### src/design/kst_pkg.sv
// ----------------------------------------------------------------------------
// kst_pkg
// Shared types and constants for the key set toggle table.
// ----------------------------------------------------------------------------
package kst_pkg;

   localparam int KEY_W   = 48;
   localparam int COUNT_W = 4;

   localparam logic FUNC_LOOKUP = 1'b0;
   localparam logic FUNC_TOGGLE = 1'b1;

   typedef logic [KEY_W-1:0]   key_type;
   typedef logic [COUNT_W-1:0] count_type;

   typedef struct packed {
      logic capture;
      logic remove;
      logic append;
   } cell_ctrl_type;

endpackage

### src/design/kst_cell.sv
// ----------------------------------------------------------------------------
// kst_cell
// One slot of the key list: holds a key, compares it, shifts from its neighbor.
// ----------------------------------------------------------------------------
module kst_cell
   import kst_pkg::*;
#(
   parameter int INDEX = 0,
   parameter int CNT_W = 4
) (
   input  logic             clock,
   input  logic             reset,
   input  cell_ctrl_type    ctrl,
   input  logic [CNT_W-1:0] count,
   input  key_type          probe_key,
   input  key_type          append_key,
   input  key_type          next_key,
   input  logic             seen_in,
   output logic             seen_out,
   output logic             match,
   output key_type          key
);

   key_type key_ff;
   key_type key_in;
   logic    match_ff;
   logic    match_in;
   logic    occupied;
   logic    seen;

   assign occupied = count > CNT_W'(INDEX);
   assign seen     = seen_in | match_ff;
   assign seen_out = seen;
   assign match    = match_ff;
   assign key      = key_ff;

   always_comb begin
      match_in = match_ff;
      key_in   = key_ff;
      if (ctrl.capture) begin
         match_in = occupied && (key_ff == probe_key);
      end
      if (ctrl.remove && seen) begin
         key_in = next_key;
      end else if (ctrl.append && (count == CNT_W'(INDEX))) begin
         key_in = append_key;
      end
   end

   always_ff @(posedge clock) begin
      key_ff <= key_in;
      if (reset) begin
         match_ff <= 1'b0;
      end else begin
         match_ff <= match_in;
      end
   end

endmodule

### config.mk
export PLATFORM = sky130hd
export DESIGN_NAME = kst_cell
export DESIGN_NICKNAME = d
export VERILOG_FILES = /design/src/design/kst_pkg.sv /design/src/design/kst_cell.sv
export SDC_FILE = /design/constraint.sdc
export NUM_CORES = 1
export LEC_CHECK = 0
export ABC_AREA = 1
export BUFFER_PORTS_ARGS = -buffer_cell sky130_fd_sc_hd__buf_2
export CAP_MARGIN = 0
export CORE_MARGIN = 3
export CORE_UTILIZATION = 30
export CTS_CLUSTER_SIZE = 40
export DETAILED_ROUTE_END_ITERATION = 7
export SETUP_SLACK_MARGIN = 0.05
export SYNTH_ARGS = -nofsm -noshare
export SYNTH_HDL_FRONTEND = slang
export SYNTH_SLANG_ARGS = --single-unit
export TNS_END_PERCENT = 30
### constraint.sdc
create_clock -name clock -period 2.55 [get_ports clock]
set_input_delay 0.765 -clock clock [delete_from_list [all_inputs] [get_ports clock]]
set_output_delay 0.765 -clock clock [all_outputs]
set_load 0.1 [all_outputs]
==> impl_metrics.json, run 1 <==
{
  "layout_commonest_cell": "buf_2",
  "die_area_sq_mm": 0.0116,
  "fin_crit_ns": 2.16,
  "leakage_nw": 2.39,
  "cp-end-kind": "primary output",
  "grt_pass1_vias": 2966,
  "grt_max_degree": 26,
  "reg2reg_depth": 4,
  "max_cap_viol_count": 0,
  "tritoncts": "built",
  "max_slew_margin_pct": 66.7,
  "finalCritPeriodShare_pct": 84.8,
  "cp_num_cells": 3,
  "syn2layout_area_growth_pct": 42.1,
  "path_clk_slew_ns": 0.10,
  "htree_levels": 2,
  "regToRegEndpoint": "key[33]",
  "drtPass1Iterations": 4,
  "wl_per_cell_microns": 12.2,
  "max_freq_mhz": 463,
  "cts.path.max_buffers": 2,
  "cts_resized": 0,
  "tightestPinTransition_ns": 0.502,
  "status": "complete, no violations",
  "drive_above_1_share_pct": 47.8,
  "via_per_inst": 4.18,
  "ys_ff_latch": 49,
  "hold_violations": 0,
  "n_antenna_cell": 0,
  "initial_utilization_pct": 31.2,
  "critical_path_class": "in2out",
  "yosysUniqueCellTypes": 17,
  "tns_ns": 0,
  "cts_root_buf": "clkbuf_8",
  "syn-num-nets": 503,
  "max-vdd-ir-drop_v": 0.000275,
  "syn_avg_cell_area_sq_um": 8.85,
  "netlist_instances": 349,
  "final_cell_mix": "buf_2 (203), nand2_1 (118), inv_1 (70)",
  "worst_path_most_repeated_cell": "buf_2",
  "critPathCapture": "seen_out",
  "path_max_fanout": 2,
  "nNetsFinal": 712,
  "yosys_warnings": 0,
  "cts_buffers": 5,
  "postCtsHoldBufs": 0,
  "cp.buffers_inverters": 2,
  "yosys.area.top_type": "edfxtp_1",
  "drtAntennaViolNets": 0,
  "num_io_pins": 204,
  "p_per_area_mw_per_mm2": 593,
  "seq_area_frac_synth_pct": 47.3,
  "clk-insertion-delay-late_ns": 0.30,
  "synth_top_area_share_pct": 46.7,
  "skew_ns": 0.00665,
  "die_h_microns": 107,
  "cp.required_ns": 1.79,
  "fp.dieW_microns": 107,
  "drtIter0Drc": 81,
  "cp_slowest_cell": "buf_2",
  "cts.sinks": 49,
  "cts_setup_buffers": 0,
  "core_sq_mm": 0.00991,
  "antenna_found_initial": 0,
  "globalplace.congestion": 0.737,
  "rows": 36,
  "cp-startpoint": "seen_in",
  "grt.overflow.total": 0,
  "finalMaxSlewViolations": 0,
  "cp-start-kind": "input port",
  "portBuffers": 203,
  "cp_cell_sequence": "buf_2, or2_4, buf_2",
  "place_hpwl_mm": 7.19,
  "path_delay_family": "buffers and inverters",
  "fin_util_pct": 44.3,
  "wl_mm": 8.47,
  "final-setup-viol-count": 0,
  "grt_first_pass_wirelength_mm": 13.2,
  "max_stage_delay_ns": 0.29,
  "min_path_type": "reg2reg",
  "r2r_start": "match",
  "drc": 0,
  "grt_setup_unrepaired": "false",
  "r2r_setup_slack_ns": 0.87,
  "grt_use_total_pct": 14.4,
  "netlist_top_cells_area": "edfxtp_1 (47%), nand2_1 (14%), mux2_2 (14%)",
  "crit_arrival_ns": 1.40,
  "vias": 2894,
  "synth_area_sq_mm": 0.00309
}
## cell families after synthesis
group	synth area share [%]
xor+xnor	1.98
mux	18.6
compound gates	1.38
buf+inv	10.5
flops	47.3
simple gates	20.2
## flip-flops by register name, summed over array words and instances, names as in the netlist
signal / cells
match: 1
key: 48
## worst min-delay path by stage
stage | from | end | slack [ns] | depth (start not counted)
finish | match | match | 0.50 | 2
global route | match | match | 0.53 | 2
CTS | match | match | 0.52 | 2
detailed placement | match | match | 0.50 | 2
global placement | match | match | 0.48 | 2
floorplan | match | match | 0.69 | 2
## layout make-up
class                      count  area (sq um)
tap                          133           166
timing repair buffer         207          1060
fill                        1052          5520
sequential                    49          1460
inverter                      70           263
clock buffer                   5          68.8
clock inverter                 3          65.1
multi-input combinational    225          1310
## report_power, final
group          switching, mW  leakage, nW  total [mW]  internal [mW]
sequential            0.0460        0.461        1.01          0.969
combinational          0.677         1.86       0.928          0.252
clock                  0.269       0.0681       0.659          0.390
## worst reg2reg max path: stages, from the launching register on
cell and delay (ns):
dfxtp_2 0.36, or2_4 0.27, nand2_4 0.07, buf_4 0.32, mux2_2 0.40
## cell usage after synthesis
master and n:
or2_4 1, nand2_1 119, edfxtp_1 48, nor2_1 38
buf_12 2, o22ai_1 2, dfxtp_1 1, nand3_1 3
a21oi_1 1, mux2_4 9, xor2_1 1, o21ai_0 5
inv_1 70, xnor2_1 6, buf_4 3, mux2_2 39
nand2_4 1
## per-stage QoR
step | cells | setup WS, ns | cell area (sq um) | hold WS, ns | power, mW
finish | 692 | 0.388 | 4390 | 0.500 | 2.60
global route | 692 | 0.379 | 4390 | 0.530 | 2.73
CTS | 692 | 0.383 | 4390 | 0.521 | 2.65
detailed placement | 684 | 0.384 | 4260 | 0.504 | 1.97
global placement | 684 | 0.382 | 4260 | 0.484 | 1.96
floorplan | 349 | 0.0843 | 3090 | 0.692 | 1.74
## metal layers
layer	part of all wire, %	vias up	track usage, %
met1	38	1272	15.9
met2	53	118	27.3
li1	-	1500	-
met4	0.64	0	3.07
met5	0	-	0
met3	8.8	4	4.08
Power figures use the tool's default switching activity.
==> run 2, diff against run 1 <==
--- a/config.mk
+++ b/config.mk
@@ -5,7 +5,7 @@
 export SDC_FILE = /design/constraint.sdc
 export NUM_CORES = 1
 export LEC_CHECK = 0
-export ABC_AREA = 1
+export ABC_AREA = 0
 export BUFFER_PORTS_ARGS = -buffer_cell sky130_fd_sc_hd__buf_2
 export CAP_MARGIN = 0
 export CORE_MARGIN = 3
==> constraint.sdc (replaced) <==
create_clock -name clock -period 2.27 [get_ports clock]
set_input_delay 0.681 -clock clock [delete_from_list [all_inputs] [get_ports clock]]
set_output_delay 0.681 -clock clock [all_outputs]
set_load 0.1 [all_outputs]
==> run 2 against run 1 <==
  * Synthesized cell count decreased by 50%
  * Sequential share of layout area up 3.9 points
  * Routed wire length shrank 16%
  * Final area down 11%
  * Worst hold slack worse by 0.032 ns
  * Sequential power grew 13%
  * First-iteration DRC count down 54%
  * Via count down 25%
  * Clock power decreased by 28%
  * Highest routed layer unchanged
==> impl_metrics.json, run 2 <==
{
  "max_slew_margin_pct": 65.9,
  "initial_utilization_pct": 31.7,
  "r2r_setup_slack_ns": 0.67,
  "synth_edf_count": 48,
  "hold_violations": 0,
  "fp.dieW_microns": 100,
  "min_from": "match",
  "place_hpwl_mm": 5.93,
  "grt_first_pass_wirelength_mm": 10.4,
  "clk-insertion-delay-late_ns": 0.29,
  "critical_path_class": "in2out",
  "grt_pass1_vias": 2193,
  "cp-startpoint": "seen_in",
  "htree_levels": 2,
  "tritoncts": "built",
  "die_h_microns": 100,
  "syn2layout_area_growth_pct": 47.0,
  "grt_setup_unrepaired": "false",
  "leakage_nw": 1.75,
  "yosysMostFrequentCell": "edfxtp_1",
  "grt_use_total_pct": 13.2,
  "core_sq_mm": 0.00842,
  "netlist_instances": 175,
  "cp-end-kind": "primary output",
  "p_per_area_mw_per_mm2": 665,
  "skew_ns": 0.00318,
  "grt.overflow.total": 0,
  "synth_top_area_share_pct": 54.0,
  "synthTopCellsByCount": "edfxtp_1 (48), mux2_2 (39), xnor2_1 (33)",
  "n_antenna_cell": 0,
  "fin_crit_ns": 1.99,
  "cts_buffers": 5,
  "rows": 33,
  "yosys_most_used_dff": "edfxtp_1",
  "grt_max_degree": 49,
  "seq_area_frac_synth_pct": 54.7,
  "antenna_found_initial": 0,
  "die_area_sq_mm": 0.0101,
  "path_clk_slew_ns": 0.08,
  "drtPass1Iterations": 4,
  "netlist_top_cells_area": "edfxtp_1 (54%), mux2_2 (16%), xnor2_1 (11%)",
  "cts_root_buf": "clkbuf_8",
  "yosys_warnings": 0,
  "fill_cells": 818,
  "min_path_type": "reg2reg",
  "max-vdd-ir-drop_v": 0.000257,
  "yosysUniqueCellTypes": 16,
  "cts.path.max_buffers": 2,
  "largest_reg_flops": 48,
  "status": "complete, no violations",
  "ys_ff_latch": 49,
  "regToRegEndpoint": "match",
  "path_max_fanout": 2,
  "globalplace.congestion": 0.713,
  "power_mw": 2.61,
  "cts_resized": 0,
  "drtAntennaViolNets": 0,
  "r2r_start": "key[40]",
  "finalCritPeriodShare_pct": 87.5,
  "syn-num-nets": 329,
  "max_freq_mhz": 503,
  "cp.required_ns": 1.59,
  "tns_ns": 0,
  "drtIter0Drc": 37,
  "fin_util_pct": 46.6,
  "holdPathEnd": "match",
  "drive_above_1_share_pct": 68.7,
  "synth_area_sq_mm": 0.00267,
  "postCtsHoldBufs": 0,
  "multi_input_area_sq_mm": 0.00115,
  "crit_arrival_ns": 1.31,
  "final-setup-viol-count": 0,
  "vias": 2170,
  "yosys.area.top_type": "edfxtp_1",
  "syn_avg_cell_area_sq_um": 15.3,
  "wl_mm": 7.09,
  "finalMaxSlewViolations": 0,
  "hold_path_depth": 2,
  "cts_setup_buffers": 0,
  "ff_latch_area_sq_mm": 0.00146,
  "max_cap_viol_count": 0,
  "wl_per_cell_microns": 14.4,
  "portBuffers": 203,
  "cts.sinks": 49,
  "num_io_pins": 204,
  "nNetsFinal": 540,
  "layout_commonest_cell": "buf_2",
  "synthArstFlopShare_pct": 0,
  "final_cell_mix": "buf_2 (203), edfxtp_1 (48), mux2_2 (39)",
  "via_per_inst": 4.41,
  "tightestPinTransition_ns": 0.515,
  "drc": 0,
  "cp-start-kind": "input port",
  "reg2reg_depth": 6
}
==> run 2: cell count changes after synthesis, sizes merged <==
cell and delta:
nor2 -36, o22ai -2, nor4 +6, inv -70, o21ai -4, nand2 -116, xnor2 +27, nor4b +1
a21oi -1, nand3 -3, xor2 +14, nand4 +10
==> run 2: layer usage <==
layer | GRT usage (%) | vias up | share of wire, %
li1 | - | 1078 | -
met1 | 14.9 | 967 | 36
met2 | 24.3 | 120 | 53
met3 | 3.89 | 5 | 10
met4 | 2.80 | 0 | 0.65
met5 | 0 | - | 0
==> run 2: area by class of cell <==
cell class / count / share of cell area (%)
flip-flops and latches: 49 / 37.2
multi-input cells: 121 / 29.4
repair buffers: 209 / 28.0
well taps: 105 / 3.35
clock buffers: 8 / 2.04
==> run 2: critical path: stages <==
cell,delay [ns]
buf_2,0.09
or2_4,0.23
buf_2,0.29
==> run 2: metrics by stage <==
| stage | std cells | cell area, sq um | setup WS [ns] | hold WS [ns] |
|---|---|---|---|---|
| after floorplan | 175 | 2680 | 0.0677 | 0.672 |
| after global placement | 484 | 3850 | 0.204 | 0.449 |
| after detailed placement | 484 | 3850 | 0.232 | 0.456 |
| after CTS | 492 | 3930 | 0.282 | 0.468 |
| after global routing | 492 | 3930 | 0.274 | 0.516 |
| final | 492 | 3930 | 0.284 | 0.467 |
==> run 2: report_power, final <==
part	internal [mW]	leakage (nW)	switching (mW)
Sequential	1.09	0.461	0.0495
Clock	0.219	0.0395	0.257
Combinational	0.291	1.25	0.708
Total	1.60	1.75	1.02
==> run 2: cell families after synthesis <==
logic type,after synthesis,synth area share [%]
flip-flops,49,54.7
XOR/XNOR,48,15.7
AND/OR/NAND/NOR,24,5.53
buffers and inverters,5,2.34
AO/OA/AOI/OAI,1,0.187
multiplexers,48,21.5
==> run 2: how the worst max path moves through the flow <==
stage	to	slack [ns]	cells after the start
after detailed placement	match	0.23	7
after CTS	seen_out	0.28	3
final	seen_out	0.28	3
after floorplan	key[0]	0.07	5
after global placement	match	0.20	7
after global routing	seen_out	0.27	3
==> run 3, diff against run 2 <==
--- a/config.mk
+++ b/config.mk
@@ -8,10 +8,13 @@
 export ABC_AREA = 0
 export BUFFER_PORTS_ARGS = -buffer_cell sky130_fd_sc_hd__buf_2
 export CAP_MARGIN = 0
+export CELL_PAD_IN_SITES_DETAIL_PLACEMENT = 1
+export CELL_PAD_IN_SITES_GLOBAL_PLACEMENT = 2
 export CORE_MARGIN = 3
-export CORE_UTILIZATION = 30
+export CORE_UTILIZATION = 23
 export CTS_CLUSTER_SIZE = 40
 export DETAILED_ROUTE_END_ITERATION = 7
+export PLACE_DENSITY_LB_ADDON = 0.1
 export SETUP_SLACK_MARGIN = 0.05
 export SYNTH_ARGS = -nofsm -noshare
 export SYNTH_HDL_FRONTEND = slang
==> run 3 against run 2 <==
  * Sequential power about the same
  * Register-to-register slack better by 0.05 ns
  * Total power up 9.8%
  * First-iteration DRC count up 8.1%
  * Clock power up 53%
  * Highest routed layer is now met5
  * Final area up 2.4%
  * Worst setup slack worse by 0.0015 ns
  * Critical endpoint unchanged
  * Critical path depth unchanged
  * Final cell count up 6.9%
  * Non-clock buffer count down 1
  * Global-route usage down 0.11 points
  * Clock skew up 0.00051 ns
==> impl_metrics.json, run 3 (synthesized netlist as in run 2, its figures left out) <==
{
  "path_max_fanout": 2,
  "vias": 2221,
  "clk-insertion-delay-late_ns": 0.28,
  "max-vdd-ir-drop_v": 0.000314,
  "cts_setup_buffers": 0,
  "largest_reg_flops": 48,
  "globalplace.congestion": 0.710,
  "die_h_microns": 114,
  "tritoncts": "built",
  "syn2layout_area_growth_pct": 50.5,
  "dp.cells": 518,
  "num_io_pins": 204,
  "max_cap_viol_count": 0,
  "wl_per_cell_microns": 16.4,
  "cp-end-kind": "primary output",
  "drtPass1Iterations": 3,
  "postCtsHoldBufs": 0,
  "fin_crit_ns": 1.99,
  "drtIter0Drc": 40,
  "grt_pass1_vias": 2467,
  "initial_utilization_pct": 24.1,
  "fp.dieW_microns": 114,
  "die_area_sq_mm": 0.0129,
  "htree_levels": 2,
  "place_hpwl_mm": 7.18,
  "fill_cells": 1261,
  "portBuffers": 203,
  "critical_path_class": "in2out",
  "hold_violations": 0,
  "n_antenna_cell": 0,
  "nNetsFinal": 539,
  "cp.required_ns": 1.59,
  "cts_resized": 0,
  "cts_root_buf": "clkbuf_16",
  "cts_buffers": 5,
  "path_clk_slew_ns": 0.07,
  "drtAntennaViolNets": 0,
  "finalMaxSlewViolations": 0,
  "drc": 0,
  "grt_setup_unrepaired": "false",
  "max_freq_mhz": 503,
  "p_per_area_mw_per_mm2": 714,
  "status": "complete, no violations",
  "max_slew_margin_pct": 66.3,
  "rows": 38,
  "tightestPinTransition_ns": 0.509,
  "cts.path.max_buffers": 2,
  "final_cell_mix": "buf_2 (203), edfxtp_1 (48), mux2_2 (39)",
  "preCtsSetupSlack_ns": 0.203,
  "cts.sinks": 49,
  "via_per_inst": 4.22,
  "finalCritPeriodShare_pct": 87.6,
  "antenna_found_initial": 1,
  "crit_arrival_ns": 1.31,
  "holdWs_ns": 0.483,
  "layout_commonest_cell": "buf_2",
  "min_path_type": "reg2reg",
  "wl_mm": 8.63,
  "grt.overflow.total": 0,
  "grt_use_total_pct": 13.1,
  "postLayoutSetupSlackWorst_ns": 0.282,
  "stdcell_count": 526,
  "final-setup-viol-count": 0,
  "leakage_nw": 1.77,
  "core_sq_mm": 0.0111,
  "drive_above_1_share_pct": 68.9,
  "grt_max_degree": 36,
  "tns_ns": 0,
  "fin_util_pct": 36.3,
  "cp-start-kind": "input port",
  "grt_first_pass_wirelength_mm": 13.0,
  "skew_ns": 0.00368
}
## run 3: area by class of cell
class	instances	area [sq um]	share of cell area, %
timing repair buffer	208	1090	27.1
tap	140	175	4.36
clock buffer	5	125	3.11
multi-input combinational	121	1150	28.7
clock inverter	3	12.5	0.311
sequential	49	1460	36.4
## run 3: final timing paths
path | slack, ns | end | startpoint | cells past startpoint
hold reg to reg | 0.48 | match | match | 2
setup / recovery | 0.28 | seen_out | seen_in | 3
hold / removal | 0.48 | match | match | 2
setup reg to reg | 0.72 | key[22] | match | 4
## run 3: where the power goes
group / internal (mW) / leakage, nW / switching [mW]
Clock: 0.400 / 0.0687 / 0.328
Sequential: 1.09 / 0.461 / 0.0481
Combinational: 0.290 / 1.24 / 0.715
## run 3: stage by stage
stage          cell area, sq um  total power, mW
4_1_cts                    4020             2.92
6_report                   4020             2.87
3_3_place_gp               3880             2.17
3_5_place_dp               3880             2.17
5_1_grt                    4020             3.01
2_1_floorplan              2680             1.91
## run 3: worst max-delay path, stage by stage
cell and delay (ns):
buf_2 0.10, or2_4 0.23, buf_2 0.29
## run 3: metal layers
metal  share of wire [%]  GRT usage [%]  wire length [microns]  vias to the layer above
met5               0.081              0                      7                        -
met4                0.64           2.61                     55                        2
met3                 8.4           4.03                    725                        6
met2                  53           23.7                   4540                       96
met1                  38           15.2                   3300                     1041
li1                    -              -                      -                     1076
